<file path="config.mk">
export PLATFORM = sky130hd
export DESIGN_NAME = alpha_unmatte_premultiply
export DESIGN_NICKNAME = d
export VERILOG_FILES = /design/src/rtl/auprem_pkg.sv /design/src/rtl/auprem_front.sv /design/src/rtl/auprem_queue.sv /design/src/rtl/auprem_back.sv /design/src/rtl/alpha_unmatte_premultiply.sv
export SDC_FILE = /design/constraint.sdc
export NUM_CORES = 1
export LEC_CHECK = 0
export ABC_AREA = 1
export BUFFER_PORTS_ARGS = -buffer_cell sky130_fd_sc_hd__buf_2
export CORE_MARGIN = 2
export CORE_UTILIZATION = 51
export DETAILED_ROUTE_END_ITERATION = 8
export GPL_ROUTABILITY_DRIVEN = 1
export GPL_TIMING_DRIVEN = 0
export PLACE_DENSITY = 0.68
export SYNTH_ARGS = -nofsm -noshare
export SYNTH_HDL_FRONTEND = slang
export SYNTH_HIERARCHICAL = 1
export SYNTH_SLANG_ARGS = --single-unit
</file>
<file path="constraint.sdc">
create_clock -name clk -period 13.76 [get_ports clk]
set_input_delay 2.752 -clock clk [delete_from_list [all_inputs] [get_ports clk]]
set_output_delay 2.752 -clock clk [all_outputs]
set_load 0.02 [all_outputs]
</file>
<file path="src/rtl/auprem_pkg.sv">
package auprem_pkg;

	// Queue between the classifier and the adjust pipeline
	localparam int unsigned QUEUE_DEPTH = 4;
	localparam int unsigned QUEUE_AW    = $clog2(QUEUE_DEPTH);

	// Register port
	localparam int unsigned APB_AW = 3;
	localparam int unsigned APB_DW = 32;
	localparam logic [0:0]  REG_IDX_PREMUL_EN = 1'b0;

	// Request commands
	localparam logic CMD_ANALYZE = 1'b0;
	localparam logic CMD_ADJUST  = 1'b1;

	// Alpha classification
	localparam logic [1:0] MODE_NONE   = 2'd0;
	localparam logic [1:0] MODE_ADJUST = 2'd1;
	localparam logic [1:0] MODE_PREMUL = 2'd2;

	localparam logic [7:0] ALPHA_OPAQUE = 8'hFF;
	localparam logic [7:0] ALPHA_CLEAR  = 8'h00;

	typedef struct packed {
		logic [7:0] red;
		logic [7:0] green;
		logic [7:0] blue;
		logic [7:0] alpha;
	} pixel_t;

	typedef struct packed {
		logic [7:0] red;
		logic [7:0] green;
		logic [7:0] blue;
	} matte_t;

	// One adjust request, classified and ready for the back end
	typedef struct packed {
		pixel_t     pix;
		matte_t     matte;
		logic [1:0] mode;
		logic       premul_en;
	} job_t;

	// Matte share to remove: (m * (a ^ 0xFF)) >> 8
	function automatic logic [7:0] matte_share(input logic [7:0] m, input logic [7:0] a);
		logic [15:0] p;
		p = {8'd0, m} * {8'd0, a ^ ALPHA_OPAQUE};
		return p[15:8];
	endfunction

	// Subtract the matte share, floor at zero, clamp to alpha
	function automatic logic [7:0] unmatte(input logic [7:0] c, input logic [7:0] sub,
			input logic [7:0] a);
		logic [7:0] v;
		v = (c > sub) ? (c - sub) : 8'd0;
		return (v > a) ? a : v;
	endfunction

endpackage

</file>
<file path="src/rtl/auprem_front.sv">
module auprem_front (
	input  logic                 clk,
	input  logic                 arst_n,
	input  logic                 take,
	input  logic                 command,
	input  logic                 first_of_frame,
	input  auprem_pkg::pixel_t   pix,
	input  logic                 premul_en,
	output logic                 job_push,
	output auprem_pkg::job_t     job
);
	import auprem_pkg::*;

	logic   seen_partial_q, seen_nonempty_q, all_premul_q;
	matte_t matte_q;

	logic   base_partial, base_nonempty, base_allp;
	matte_t base_matte;
	logic   over_alpha;
	logic [1:0] mode_cur;

	// Analysis state as seen by this pixel (cleared on frame start)
	always_comb begin
		if (first_of_frame) begin
			base_partial  = 1'b0;
			base_nonempty = 1'b0;
			base_allp     = 1'b1;
			base_matte    = '0;
		end else begin
			base_partial  = seen_partial_q;
			base_nonempty = seen_nonempty_q;
			base_allp     = all_premul_q;
			base_matte    = matte_q;
		end
	end

	assign over_alpha = (pix.red > pix.alpha) || (pix.green > pix.alpha) ||
		(pix.blue > pix.alpha);

	// Analyze pass state update
	always_ff @(posedge clk or negedge arst_n) begin
		if (!arst_n) begin
			seen_partial_q  <= 1'b0;
			seen_nonempty_q <= 1'b0;
			all_premul_q    <= 1'b1;
			matte_q         <= '0;
		end else if (take && command == CMD_ANALYZE) begin
			all_premul_q <= base_allp & ~over_alpha;
			if (pix.alpha != ALPHA_CLEAR) begin
				seen_partial_q  <= base_partial | (pix.alpha != ALPHA_OPAQUE);
				seen_nonempty_q <= 1'b1;
				matte_q         <= base_matte;
			end else begin
				seen_partial_q  <= 1'b1;
				seen_nonempty_q <= base_nonempty;
				matte_q         <= '{red: pix.red, green: pix.green, blue: pix.blue};
			end
		end
	end

	// Classification from the current record
	always_comb begin
		mode_cur = MODE_NONE;
		if (seen_partial_q && seen_nonempty_q) begin
			if (matte_q.red != '0 && matte_q.green != '0 && matte_q.blue != '0 &&
					all_premul_q)
				mode_cur = MODE_PREMUL;
			else
				mode_cur = MODE_ADJUST;
		end
	end

	assign job_push      = take && command == CMD_ADJUST;
	assign job.pix       = pix;
	assign job.matte     = matte_q;
	assign job.mode      = mode_cur;
	assign job.premul_en = premul_en;

endmodule

</file>
<file path="src/rtl/auprem_queue.sv">
module auprem_queue (
	input  logic              clk,
	input  logic              arst_n,
	input  logic              wr,
	input  auprem_pkg::job_t  wr_data,
	input  logic              rd,
	output auprem_pkg::job_t  rd_data,
	output logic              full,
	output logic              empty
);
	import auprem_pkg::*;

	job_t                mem_q [QUEUE_DEPTH];
	logic [QUEUE_AW-1:0] wr_ptr_q, rd_ptr_q;
	logic [QUEUE_AW:0]   count_q;

	assign full    = (count_q == (QUEUE_AW+1)'(QUEUE_DEPTH));
	assign empty   = (count_q == '0);
	assign rd_data = mem_q[rd_ptr_q];

	// Entry storage
	always_ff @(posedge clk) begin
		if (wr)
			mem_q[wr_ptr_q] <= wr_data;
	end

	// Pointers and fill count
	always_ff @(posedge clk or negedge arst_n) begin
		if (!arst_n) begin
			wr_ptr_q <= '0;
			rd_ptr_q <= '0;
			count_q  <= '0;
		end else begin
			if (wr)
				wr_ptr_q <= wr_ptr_q + 1'b1;
			if (rd)
				rd_ptr_q <= rd_ptr_q + 1'b1;
			if (wr && !rd)
				count_q <= count_q + 1'b1;
			else if (rd && !wr)
				count_q <= count_q - 1'b1;
		end
	end

endmodule

</file>
<file path="src/rtl/auprem_back.sv">
module auprem_back (
	input  logic              clk,
	input  logic              arst_n,
	input  logic              job_valid,
	input  auprem_pkg::job_t  job,
	output logic              job_take,
	input  logic              pop,
	output logic              empty,
	output logic [7:0]        out_first,
	output logic [7:0]        out_second,
	output logic [7:0]        out_third,
	output logic [7:0]        out_fourth,
	output logic [1:0]        mode
);
	import auprem_pkg::*;

	logic   v_s1, v_s2, v_s3;
	logic   rdy1, rdy2, rdy3;
	job_t   job_s1, job_s2;
	matte_t sub_s1;
	matte_t u_s2;
	logic [16:0] prod_r_s2, prod_g_s2, prod_b_s2;
	logic [7:0]  first_s3, second_s3, third_s3, fourth_s3;
	logic [1:0]  mode_s3;

	matte_t      u_c;
	logic [8:0]  a1_c;
	logic [8:0]  pv_r, pv_g, pv_b;
	logic [8:0]  a1_s2;
	logic [7:0]  fr, fg, fb;
	logic [7:0]  o1, o2, o3, o4;

	// Stall chain from the output register back to the queue
	assign rdy3     = !v_s3 || pop;
	assign rdy2     = !v_s2 || rdy3;
	assign rdy1     = !v_s1 || rdy2;
	assign job_take = job_valid && rdy1;

	always_ff @(posedge clk or negedge arst_n) begin
		if (!arst_n) begin
			v_s1 <= 1'b0;
			v_s2 <= 1'b0;
			v_s3 <= 1'b0;
		end else begin
			if (rdy1)
				v_s1 <= job_valid;
			if (rdy2)
				v_s2 <= v_s1;
			if (rdy3)
				v_s3 <= v_s2;
		end
	end

	// Stage 1: matte share per channel
	always_ff @(posedge clk) begin
		if (rdy1) begin
			job_s1       <= job;
			sub_s1.red   <= matte_share(job.matte.red, job.pix.alpha);
			sub_s1.green <= matte_share(job.matte.green, job.pix.alpha);
			sub_s1.blue  <= matte_share(job.matte.blue, job.pix.alpha);
		end
	end

	// Stage 2: unmatte and clamp, then premultiply product
	assign u_c.red   = unmatte(job_s1.pix.red, sub_s1.red, job_s1.pix.alpha);
	assign u_c.green = unmatte(job_s1.pix.green, sub_s1.green, job_s1.pix.alpha);
	assign u_c.blue  = unmatte(job_s1.pix.blue, sub_s1.blue, job_s1.pix.alpha);
	assign a1_c      = {1'b0, job_s1.pix.alpha} + 9'd1;

	always_ff @(posedge clk) begin
		if (rdy2) begin
			job_s2    <= job_s1;
			u_s2      <= u_c;
			prod_r_s2 <= {8'd0, a1_c} * {9'd0, u_c.red};
			prod_g_s2 <= {8'd0, a1_c} * {9'd0, u_c.green};
			prod_b_s2 <= {8'd0, a1_c} * {9'd0, u_c.blue};
		end
	end

	// Stage 3: scale back, pick by mode, swizzle
	assign a1_s2 = {1'b0, job_s2.pix.alpha} + 9'd1;
	assign pv_r  = (prod_r_s2[16:8] > a1_s2) ? a1_s2 : prod_r_s2[16:8];
	assign pv_g  = (prod_g_s2[16:8] > a1_s2) ? a1_s2 : prod_g_s2[16:8];
	assign pv_b  = (prod_b_s2[16:8] > a1_s2) ? a1_s2 : prod_b_s2[16:8];

	always_comb begin
		if (job_s2.premul_en) begin
			fr = pv_r[7:0];
			fg = pv_g[7:0];
			fb = pv_b[7:0];
		end else begin
			fr = u_s2.red;
			fg = u_s2.green;
			fb = u_s2.blue;
		end
		if (job_s2.mode != MODE_ADJUST) begin
			o1 = job_s2.pix.red;
			o2 = job_s2.pix.green;
			o3 = job_s2.pix.blue;
			o4 = job_s2.pix.alpha;
		end else if (job_s2.pix.alpha == ALPHA_CLEAR) begin
			o1 = '0;
			o2 = '0;
			o3 = '0;
			o4 = '0;
		end else if (job_s2.pix.alpha == ALPHA_OPAQUE) begin
			o1 = job_s2.pix.alpha;
			o2 = job_s2.pix.red;
			o3 = job_s2.pix.green;
			o4 = job_s2.pix.blue;
		end else begin
			o1 = job_s2.pix.alpha;
			o2 = fr;
			o3 = fg;
			o4 = fb;
		end
	end

	always_ff @(posedge clk) begin
		if (rdy3) begin
			first_s3  <= o1;
			second_s3 <= o2;
			third_s3  <= o3;
			fourth_s3 <= o4;
			mode_s3   <= job_s2.mode;
		end
	end

	assign empty      = !v_s3;
	assign out_first  = first_s3;
	assign out_second = second_s3;
	assign out_third  = third_s3;
	assign out_fourth = fourth_s3;
	assign mode       = mode_s3;

endmodule

</file>
<file path="src/rtl/alpha_unmatte_premultiply.sv">
// An adjust request passes through the queue and the stage 1, 2 and 3 registers to the result ports,
// and is held back while pop is low. Analyze requests update the record at the accepting edge.
// Throughput: one request per cycle while full is low; the 4-entry queue and the
// 3-stage adjust pipeline set how long input keeps flowing while results are not popped.
// Reset (arst_n low, asynchronous): queue and pipeline empty, record cleared,
// premultiply_enable set to 1.
module alpha_unmatte_premultiply (
	input  logic                            clk,
	input  logic                            arst_n,
	input  logic                            push,
	output logic                            full,
	input  logic                            command,
	input  logic                            first_of_frame,
	input  logic [7:0]                      red,
	input  logic [7:0]                      green,
	input  logic [7:0]                      blue,
	input  logic [7:0]                      alpha,
	output logic                            empty,
	input  logic                            pop,
	output logic [7:0]                      out_first,
	output logic [7:0]                      out_second,
	output logic [7:0]                      out_third,
	output logic [7:0]                      out_fourth,
	output logic [1:0]                      mode,
	input  logic                            psel,
	input  logic                            penable,
	input  logic                            pwrite,
	input  logic [auprem_pkg::APB_AW-1:0]   paddr,
	input  logic [auprem_pkg::APB_DW-1:0]   pwdata,
	output logic [auprem_pkg::APB_DW-1:0]   prdata,
	output logic                            pready
);
	import auprem_pkg::*;

	logic   premul_en_q;
	logic   take;
	logic   job_push, q_empty, q_take;
	job_t   job_in, job_out;
	pixel_t pix;

	// Register port
	assign pready = 1'b1;

	always_ff @(posedge clk or negedge arst_n) begin
		if (!arst_n)
			premul_en_q <= 1'b1;
		else if (psel && penable && pwrite && pready && paddr[2] == REG_IDX_PREMUL_EN)
			premul_en_q <= pwdata[0];
	end

	assign prdata = (paddr[2] == REG_IDX_PREMUL_EN) ?
		{{(APB_DW-1){1'b0}}, premul_en_q} : '0;

	// Input request
	assign take = push && !full;
	assign pix  = '{red: red, green: green, blue: blue, alpha: alpha};

	auprem_front u_front (
		.clk            (clk),
		.arst_n         (arst_n),
		.take           (take),
		.command        (command),
		.first_of_frame (first_of_frame),
		.pix            (pix),
		.premul_en      (premul_en_q),
		.job_push       (job_push),
		.job            (job_in)
	);

	auprem_queue u_queue (
		.clk     (clk),
		.arst_n  (arst_n),
		.wr      (job_push),
		.wr_data (job_in),
		.rd      (q_take),
		.rd_data (job_out),
		.full    (full),
		.empty   (q_empty)
	);

	auprem_back u_back (
		.clk        (clk),
		.arst_n     (arst_n),
		.job_valid  (!q_empty),
		.job        (job_out),
		.job_take   (q_take),
		.pop        (pop),
		.empty      (empty),
		.out_first  (out_first),
		.out_second (out_second),
		.out_third  (out_third),
		.out_fourth (out_fourth),
		.mode       (mode)
	);

endmodule

</file>
==> out/metrics.cfg, run 1 <==
[job]
cap_violations = 0

[worst_setup_path]
worst_path_most_repeated_cell = nand2_1
rrSetupSlack_ns = 5.54
arrival_ns = 8.53
start_kind = flip-flop
endpoint_kind = flip-flop
timing.rr.start = u_back/job_s1[53]$_DFFE_PN_
reg2reg_to = u_back/prod_r_s2[15]$_DFFE_PP_
cp_max_fo = 8
required_ns = 14.07
max_stage_delay_ns = 0.71
path_class = reg2reg
crit_start = u_back/job_s1[53]$_DFFE_PN_
cp_slowest_cell = o21ai_0
rr_worst_depth = 36

[route]
num_vias = 24890
drc = 0
wl_per_cell_um = 18.67
wirelength_um = 87690
drt_first_pass_iters = 7
drt_iter0_markers = 2098
vias_per_cell = 5.300
ant_nets = 0

[sta]
rsz0062_at_grt = false
fin_crit_ns = 8.216
finalHoldViolations = 0
fin_skew_ns = 0.01462
max_freq_ghz = 0.1217
maxSlewViolCount = 0
setup_viol = 0
worst_pin_slew_ns = 1.040
max-slew-margin-rel_pct = 30.43
fin_tns_setup_ns = 0
period_share_pct = 59.71

[clock_tree]
clkLatencyLatePin_ns = 0.59
cts_max_path_buffers = 3
htree_levels = 2
postCtsSetupBuffers = 0
cts_made_buffers = 45
path_clk_slew_ns = 0.07
hold_buffers = 0
ctsResizeCount = 0
cts.sinks = 453
cts_tree = yes
root_buffer = clkbuf_16

[logic_synthesis]
synth_ff_type = edfxtp_1
avgSynthCellArea_um2 = 9.346
seq_area_frac_synth_pct = 39.45
synth_edf_count = 415
yosysWarnings = 6
synthCells = 3639
synth_seq_cells = 453
synth.distinct_cells = 50
async_flop_share_pct = 8.389
syn-cell-area_um2 = 34010

[final_layout]
syn_to_final_growth_pct = 9.341
fin_nets = 4413
mostFrequentLayoutCells = 717 x nand2_1, 685 x inv_1, 415 x edfxtp_1, 347 x nor2_1, 308 x ha_1
drive_above_1_share_pct = 9.081
final_common_cell = nand2_1
fillers = 5853

[global_route]
grt_pass1_wl_um = 136000
grt_pass1_vias = 24300
grt_usage_pct = 25.44
grt_max_degree = 74
antenna_found_initial = 1
overflow = 0

[placed_design]
gp_congestion = 0.9687
io_buffers = 79
dp_hpwl_um = 68120

[min_path]
hold_path_end = u_back/job_s2[1]$_DFFE_PP_
hold_depth = 0
min_from = u_back/job_s1[1]$_DFFE_PN_
hold_path.class = reg2reg

[outcome]
outcome = finished clean

[die]
core_um2 = 65860
die-width_um = 262.2
dieArea_um2 = 68770
die_h_um = 262.2
rows = 94
start_util_pct = 51.64
num_io_pins = 145

==> registers in the layout (all words and copies together) (netlist names), 2 cells and up <==
name and count:
u_back/out_second 8, u_queue/count_q 3, u_back/mode 2, u_back/prod_b_s2 9, u_back/job_s2 35, u_queue/wr_ptr_q 2
u_front/job 24, u_back/job_s1 35, u_back/out_fourth 8, u_back/sub_s1 24, u_back/out_third 8, u_back/out_first 8
u_back/prod_r_s2 9, u_back/prod_g_s2 9, u_queue/mem_q 236, u_back/u_s2 24, u_queue/rd_ptr_q 2
==> kinds of logic (layout without fill, tap and decap cells) <==
| family | Yosys count | in the layout | share of synthesized area, % |
|---|---|---|---|
| buf+inv | 866 | 1029 | 10.58 |
| fa+ha+maj | 540 | 540 | 24.99 |
| simple gates | 1260 | 1260 | 15.10 |
| compound gates | 461 | 461 | 8.399 |
| xor+xnor | 57 | 57 | 1.468 |
| flops | 453 | 453 | 39.45 |
| other cells | 2 | 33 | 0.02208 |
==> synth_stat cells, types with 32 or more instances <==
cell | n | area, µm²
clkbuf_1 | 43 | 161.4
nand2_1 | 718 | 2695
o211ai_1 | 132 | 991.0
buf_2 | 48 | 240.2
buf_4 | 71 | 533.0
edfxtp_1 | 415 | 12460
nand4_1 | 32 | 200.2
nand3_1 | 86 | 430.4
nor2_1 | 347 | 1303
xor2_1 | 43 | 376.6
a21oi_1 | 149 | 745.7
ha_1 | 308 | 3854
o21ai_0 | 79 | 395.4
fa_1 | 232 | 4644
dfrtp_1 | 36 | 900.9
inv_1 | 690 | 2590
==> stage by stage <==
stage	util, %	setup slack (ns)	cell area, µm²	hold slack (ns)	cells
after floorplan	-	7.080	34120	0.4003	3669
after global placement	54.05	5.735	35600	0.4049	4612
after detailed placement	54.15	5.650	35660	0.4063	4614
after CTS	56.46	5.632	37180	0.4189	4696
after global routing	56.46	5.044	37180	0.4427	4696
final	56.46	5.544	37190	0.4193	4697
==> how the worst max path moves through the flow <==
| stage | endpoint | slack (ns) | cells past startpoint |
|---|---|---|---|
| global route | u_back/prod_r_s2[16]$_DFFE_PP_ | 5.04 | 37 |
| floorplan | u_back/prod_g_s2[15]$_DFFE_PP_ | 7.08 | 36 |
| CTS | u_back/prod_r_s2[15]$_DFFE_PP_ | 5.63 | 36 |
| global placement | u_back/prod_r_s2[15]$_DFFE_PP_ | 5.74 | 36 |
| finish | u_back/prod_r_s2[15]$_DFFE_PP_ | 5.54 | 36 |
| detailed placement | u_back/prod_r_s2[15]$_DFFE_PP_ | 5.65 | 36 |
==> per-layer routing <==
layer / share of wire [%] / vias up / global-route usage [%]
met5: 0 / - / 0
met4: 5.9 / 0 / 13.38
met3: 6.3 / 175 / 3.360
met2: 46 / 837 / 40.91
met1: 41 / 11900 / 33.74
li1: - / 11980 / -
==> worst max-delay path, delay by kind of cell, from the launching register on <==
kind / cells / cell delay, ns
AO/OA/AOI/OAI: 8 / 2.14
buffers and inverters: 4 / 0.52
flip-flops: 1 / 0.52
adder cells (fa/ha/maj): 7 / 3.06
AND/OR/NAND/NOR: 17 / 1.71
==> cell type report <==
type	count	area (µm²)	area share, %
repair buffers	81	442.9	1.191
inverters	701	2644	7.109
clock inverters	32	377.9	1.016
diodes	1	2.502	0.006729
well taps	864	1081	2.907
plain buffers	165	965.9	2.597
flip-flops and latches	453	13420	36.08
multi-input cells	2350	17110	46.02
clock buffers	50	1145	3.079
Power of run 1 is left out: the tool's default activity adds up to more than one toggle a clock period on the data nets, which glitch-free logic cannot reach.
==> inputs of run 2 (changes only) <==
Settings changed: ABC_AREA 1 to 0.
Clock period 13.76 ns to 7.9 ns, I/O delays scaled along.
==> run 2 against run 1 <==
Against the previous run:
- sequential share of layout area fell by 0.25 points
- register-to-register slack got worse by 5.5 ns
- largest cell class unchanged
- routed wire length fell by 5.1%
- highest routed layer unchanged
- global-route usage barely moved
- worst setup slack got worse by 5.5 ns
- utilization rose by 2.9 points
- synthesized cell count fell by 25%
- clock skew rose by 0.0057 ns
==> out/metrics.cfg, run 2 <==
[logic_synthesis]
synth_seq_cells = 453  ; unchanged
avgSynthCellArea_um2 = 11.89  ; +27%
synth_commonest_cells = 415 x edfxtp_1, 392 x inv_1, 308 x ha_1
synth.most_common_cell = edfxtp_1
synth.distinct_cells = 90  ; +80%
syn-cell-area_um2 = 32560  ; -4.3%
synthCells = 2739  ; -25%
synth_area_leaders = edfxtp_1 38%, fa_1 14%, ha_1 12%, inv_1 4.5%, mux4_2 4.0%
yosysWarnings = 6  ; unchanged
synth_top_area_cell = edfxtp_1
async_flop_share_pct = 8.389  ; unchanged
seq_area_frac_synth_pct = 41.20  ; +1.8 points
synth.top_cell.area_share_pct = 38.27  ; +1.6 points
synth_edf_count = 415  ; unchanged
synth_ff_type = edfxtp_1

[die]
core_um2 = 63080  ; -4.2%
num_io_pins = 145  ; unchanged
start_util_pct = 51.62  ; about the same
die-width_um = 256.7  ; -2.1%
dieArea_um2 = 65880  ; -4.2%
die_h_um = 256.7  ; -2.1%
rows = 92  ; -2.1%

[worst_setup_path]
max_stage_delay_ns = 0.52  ; -0.19 ns
arrival_ns = 8.14  ; -0.39 ns
cp_max_fo = 8  ; unchanged
start_kind = flip-flop
required_ns = 8.22  ; -5.85 ns
path_class = reg2reg
cp_slowest_cell = fa_1
endpoint_kind = flip-flop

[final_layout]
reg_top3 = u_queue/mem_q x236, u_back/job_s1 x35, u_back/job_s2 x35
antennaDiodeCount = 0  ; -1
largest_reg_flops = 236  ; unchanged
finalInstanceArea_um2 = 37450  ; +0.71%
top_register = u_queue/mem_q
mostFrequentLayoutCells = 415 x edfxtp_1, 385 x inv_1, 299 x ha_1, 229 x fa_1, 224 x nor2_1
fillers = 5141  ; -12%
fin_nets = 3601  ; -18%
seq_area_um2 = 13420  ; unchanged
drive_above_1_share_pct = 18.26  ; +9.2 points
final_common_cell = edfxtp_1
syn_to_final_growth_pct = 15.02
multi_input_comb_area_um2 = 17650  ; +3.2%

[clock_tree]
hold_buffers = 0  ; unchanged
cts_made_buffers = 46  ; +2.2%
cts_max_path_buffers = 3  ; unchanged
htree_levels = 2  ; unchanged
root_buffer = clkbuf_16
cts.sinks = 453  ; unchanged
path_clk_slew_ns = 0.06  ; about the same
clkLatencyLatePin_ns = 0.60  ; about the same
cts_tree = yes

[route]
wl_per_cell_um = 21.50  ; +15%
num_vias = 21460  ; -14%
drt_iter0_markers = 1688  ; -20%
wirelength_um = 83200  ; -5.1%
ant_nets = 0  ; unchanged
drc = 0  ; unchanged
drt_first_pass_iters = 6  ; -1
vias_per_cell = 5.547  ; +4.7%

[placed_design]
gp_congestion = 0.9426  ; -2.7%
post-place-ws_ns = -1.198  ; -6.848 ns
dpl-instance-area_um2 = 34290  ; -3.8%
dp_hpwl_um = 62850  ; -7.7%
io_buffers = 79  ; unchanged

[sta]
fin_skew_ns = 0.02028  ; +0.005657 ns
maxSlewViolCount = 0  ; unchanged
fin_tns_setup_ns = 0  ; unchanged
finalHoldViolations = 0  ; unchanged
period_share_pct = 98.97  ; +39 points
setup_ws_ns = 0.08171  ; -5.462 ns
fin_crit_ns = 7.818  ; -0.3982 ns
max_freq_ghz = 0.1279  ; +5.1%
worst_pin_slew_ns = 1.300  ; +0.2601 ns
setup_viol = 0  ; unchanged
max-slew-margin-rel_pct = 13.23  ; -17 points
rsz0062_at_grt = true

[global_route]
grt_pass1_vias = 22250  ; -8.5%
grt_pass1_wl_um = 128100  ; -5.8%
antenna_found_initial = 0  ; -1
overflow = 0  ; unchanged
grt_max_degree = 71  ; -4.1%
grt_usage_pct = 25.40  ; -0.042 points

[min_path]
hold_path.class = reg2reg

[outcome]
outcome = finished clean

[job]
cap_violations = 0  ; unchanged

==> run 2: per-layer routing <==
layer	up-vias	part of all wire (%)	track usage [%]
met4	0	5.1	11.66
met1	10770	40	32.87
met2	688	49	43.00
met3	186	5.0	2.936
li1	9818	-	-
met5	-	0	0
==> run 2: repair_timing <==
item | CTS | global route
setup buffers | 45 | 38
resized for setup | 85 | 88
pin swaps | 13 | 56
setup endpoints to repair | 27 | 23
cloned | 0 | 1
==> run 2: cells by family after synthesis <==
family,count (synthesis),synth area share [%]
flip-flops,453,41.20
XOR/XNOR,74,1.991
adder cells (fa/ha/maj),540,26.10
AO/OA/AOI/OAI,324,6.756
multiplexers,97,5.307
AND/OR/NAND/NOR,722,11.34
other,2,0.02307
buffers and inverters,527,7.286
==> run 2: final cells by class <==
class | instances | area share [%]
plain buffers | 133 | 2.476
flip-flops and latches | 453 | 35.82
clock inverters | 24 | 1.096
repair buffers | 168 | 3.291
multi-input cells | 1789 | 47.14
clock buffers | 62 | 3.398
inverters | 394 | 3.949
well taps | 846 | 2.827
==> run 2: critical path, delay by kind of cell, from the launching register on <==
family          cells  cell delay (ns)
compound gates     14             2.67
fa+ha+maj           7             2.58
simple gates        8             1.26
buf+inv             5             0.59
flops               1             0.37
xor+xnor            1             0.09
==> run 2: worst paths after layout <==
path | from | endpoint | slack, ns | cells past startpoint
max reg2reg | u_back/job_s1[44]$_DFFE_PN_ | u_back/prod_g_s2[16]$_DFFE_PP_ | 0.08 | 35
max in group asynchronous | arst_n | u_back/v_s3$_DFFE_PN0P_ | 6.17 | 1
min reg2reg | u_back/job_s1[2]$_DFFE_PN_ | u_back/job_s2[2]$_DFFE_PP_ | 0.42 | 0
min | u_back/job_s1[2]$_DFFE_PN_ | u_back/job_s2[2]$_DFFE_PP_ | 0.42 | 0
max | u_back/job_s1[44]$_DFFE_PN_ | u_back/prod_g_s2[16]$_DFFE_PP_ | 0.08 | 35
min in group asynchronous | arst_n | u_front/job[20]$_DFFE_PN0P_ | 1.13 | 1
==> run 2: stage by stage <==
stage | hold WS (ns) | cells | utilization, %
6_report | 0.4217 | 3869 | 59.37
5_1_grt | 0.4250 | 3869 | 59.37
4_1_cts | 0.4210 | 3830 | 58.26
3_5_place_dp | 0.4061 | 3699 | 54.37
3_3_place_gp | 0.4061 | 3694 | 54.10
2_1_floorplan | 0.4003 | 2769 | -
Power of run 2 is left out for the same reason.
==> inputs of run 3 (changes only) <==
Settings changed: ABC_AREA 0 to 1, CORE_MARGIN 2 to default.
==> run 3 against run 2 <==
Against the previous run:
- routed wire length up 6.1%
- critical path depth up 4
- worst setup slack better by 0.37 ns
- sequential cell count unchanged
- sequential share of layout area about the same
- via count up 17%
- global-route usage up 1.3 points
- first-iteration DRC count up 26%
- non-clock buffer count down 36
- final area about the same
==> out/metrics.cfg, run 3 (synthesis results as in run 1) <==
[route]
met3WireLength_um = 5785  ; +39%
route.met2.wl_um = 41100  ; -0.12%
drc = 0  ; unchanged
highest_layer = met5
drt-met1-wl_um = 36710  ; +9.2%
vias_per_cell = 5.303  ; -4.4%
wl_per_cell_um = 18.72  ; -13%
wirelength_um = 88300  ; +6.1%
drt_iter0_markers = 2131  ; +26%
drt_first_pass_iters = 5  ; -1
num_vias = 25010  ; +17%
ant_nets = 0  ; unchanged

[clock_tree]
htree_levels = 2  ; unchanged
hold_buffers = 0  ; unchanged
root_buffer = clkbuf_16
cts_made_buffers = 45  ; -2.2%
clkLatencyLatePin_ns = 0.59  ; about the same
path_clk_slew_ns = 0.06  ; about the same
cts_max_path_buffers = 3  ; unchanged
cts_tree = yes
cts.sinks = 453  ; unchanged

[sta]
maxSlewViolCount = 0  ; unchanged
max_freq_ghz = 0.1343  ; +5.0%
period_share_pct = 94.26  ; -4.7 points
fin_skew_ns = 0.02642  ; +0.006140 ns
finalHoldViolations = 0  ; unchanged
worst_pin_slew_ns = 0.9941  ; -0.3059 ns
setup_viol = 0  ; unchanged
max-slew-margin-rel_pct = 33.50  ; +20 points
fin_tns_setup_ns = 0  ; unchanged
fin_crit_ns = 7.447  ; -0.3716 ns

[worst_setup_path]
required_ns = 8.21  ; about the same
worst_path_most_repeated_cell = nand2_1
arrival_ns = 7.75  ; -0.39 ns
crit_start = u_back/job_s1[52]$_DFFE_PN_
crit_buf_inv = 6  ; +1
max_stage_delay_ns = 0.55  ; +0.03 ns
cp_slowest_cell = fa_1
start_kind = flip-flop
cp_max_fo = 10  ; +2
endpoint_kind = flip-flop
timing.rr.start = u_back/job_s1[52]$_DFFE_PN_
path_class = reg2reg
cp_top_family = adder cells

[global_route]
grt_max_degree = 60  ; -15%
grt_pass1_wl_um = 137800  ; +7.6%
antenna_found_initial = 3  ; +3
grt_pass1_vias = 24590  ; +11%
overflow = 0  ; unchanged
grt_usage_pct = 26.75  ; +1.3 points

[final_layout]
top_register = u_queue/mem_q
fillers = 5824  ; +13%
reg_top3 = u_queue/mem_q x236, u_back/job_s1 x35, u_back/job_s2 x35
antennaDiodeCount = 0  ; unchanged
largest_reg_flops = 236  ; unchanged
drive_above_1_share_pct = 10.31  ; -8.0 points
fin_nets = 4432  ; +23%
mostFrequentLayoutCells = 714 x nand2_1, 677 x inv_1, 415 x edfxtp_1, 346 x nor2_1, 306 x ha_1
syn_to_final_growth_pct = 10.02
final_common_cell = nand2_1

[die]
die_h_um = 260.2  ; +1.4%
rows = 94  ; +2.2%
dieArea_um2 = 67720  ; +2.8%
start_util_pct = 51.64  ; about the same
core_um2 = 65860  ; +4.4%
die-width_um = 260.2  ; +1.4%
num_io_pins = 145  ; unchanged

[placed_design]
io_buffers = 79  ; unchanged
gp_congestion = 0.9764  ; +3.6%
dp_hpwl_um = 68490  ; +9.0%

[outcome]
outcome = finished clean

[job]
cap_violations = 0  ; unchanged

[min_path]
hold_path.class = reg2reg
min_from = u_back/job_s1[1]$_DFFE_PN_

-- run 3: through the flow --
step	instances	setup WS [ns]	area, µm²	utilization (%)	hold WS [ns]
after floorplan	3669	1.220	34120	-	0.4003
after global placement	4612	-0.2279	35600	54.05	0.4041
after detailed placement	4615	-0.3697	35690	54.19	0.4079
after CTS	4700	0.001243	37160	56.42	0.4212
after global routing	4716	-0.02612	37420	56.81	0.4402
final	4716	0.4533	37420	56.81	0.4183
-- run 3: path summary, 6_finish.rpt --
| path | slack (ns) | endpoint | depth (start not counted) |
|---|---|---|---|
| max in group asynchronous | 6.15 | u_back/v_s1$_DFFE_PN0N_ | 1 |
| hold / removal | 0.42 | u_back/job_s2[1]$_DFFE_PP_ | 0 |
| min in group asynchronous | 1.14 | u_queue/count_q[0]$_DFFE_PN0P_ | 1 |
| setup / recovery | 0.45 | u_back/prod_r_s2[15]$_DFFE_PP_ | 39 |
| setup reg to reg | 0.45 | u_back/prod_r_s2[15]$_DFFE_PP_ | 39 |
| hold reg to reg | 0.42 | u_back/job_s2[1]$_DFFE_PP_ | 0 |
-- run 3: final cells by class --
cell class	count	area (µm²)	share of cell area [%]
multi-input combinational	2350	17260	46.14
sequential	453	13420	35.85
inverter	701	2644	7.065
clock buffer	56	1167	3.120
tap	864	1081	2.889
buffer	165	965.9	2.581
timing repair buffer	100	605.6	1.618
clock inverter	27	275.3	0.7356
-- run 3: metal layers --
layer | global-route usage, % | up-vias
met3 | 3.811 | 190
met2 | 43.45 | 908
met4 | 13.37 | 6
li1 | - | 12030
met5 | 0 | -
met1 | 35.07 | 11880
-- run 3: worst register-to-register path, delay by kind of cell (launching register included) --
kind / cells / cell delay (ns)
AOI/OAI and AO/OA: 7 / 1.36
adders and majority gates: 7 / 2.90
buffers and inverters: 6 / 0.63
DFF: 1 / 0.54
and+or+nand+nor: 19 / 1.73
-- run 3: what timing repair did --
item / in CTS / in global routing
resized for setup: 10 / 37
setup endpoints to repair: 5 / 18
pin swaps: 0 / 6
setup buffers: 2 / 16
Power of run 3 is left out for the same reason.
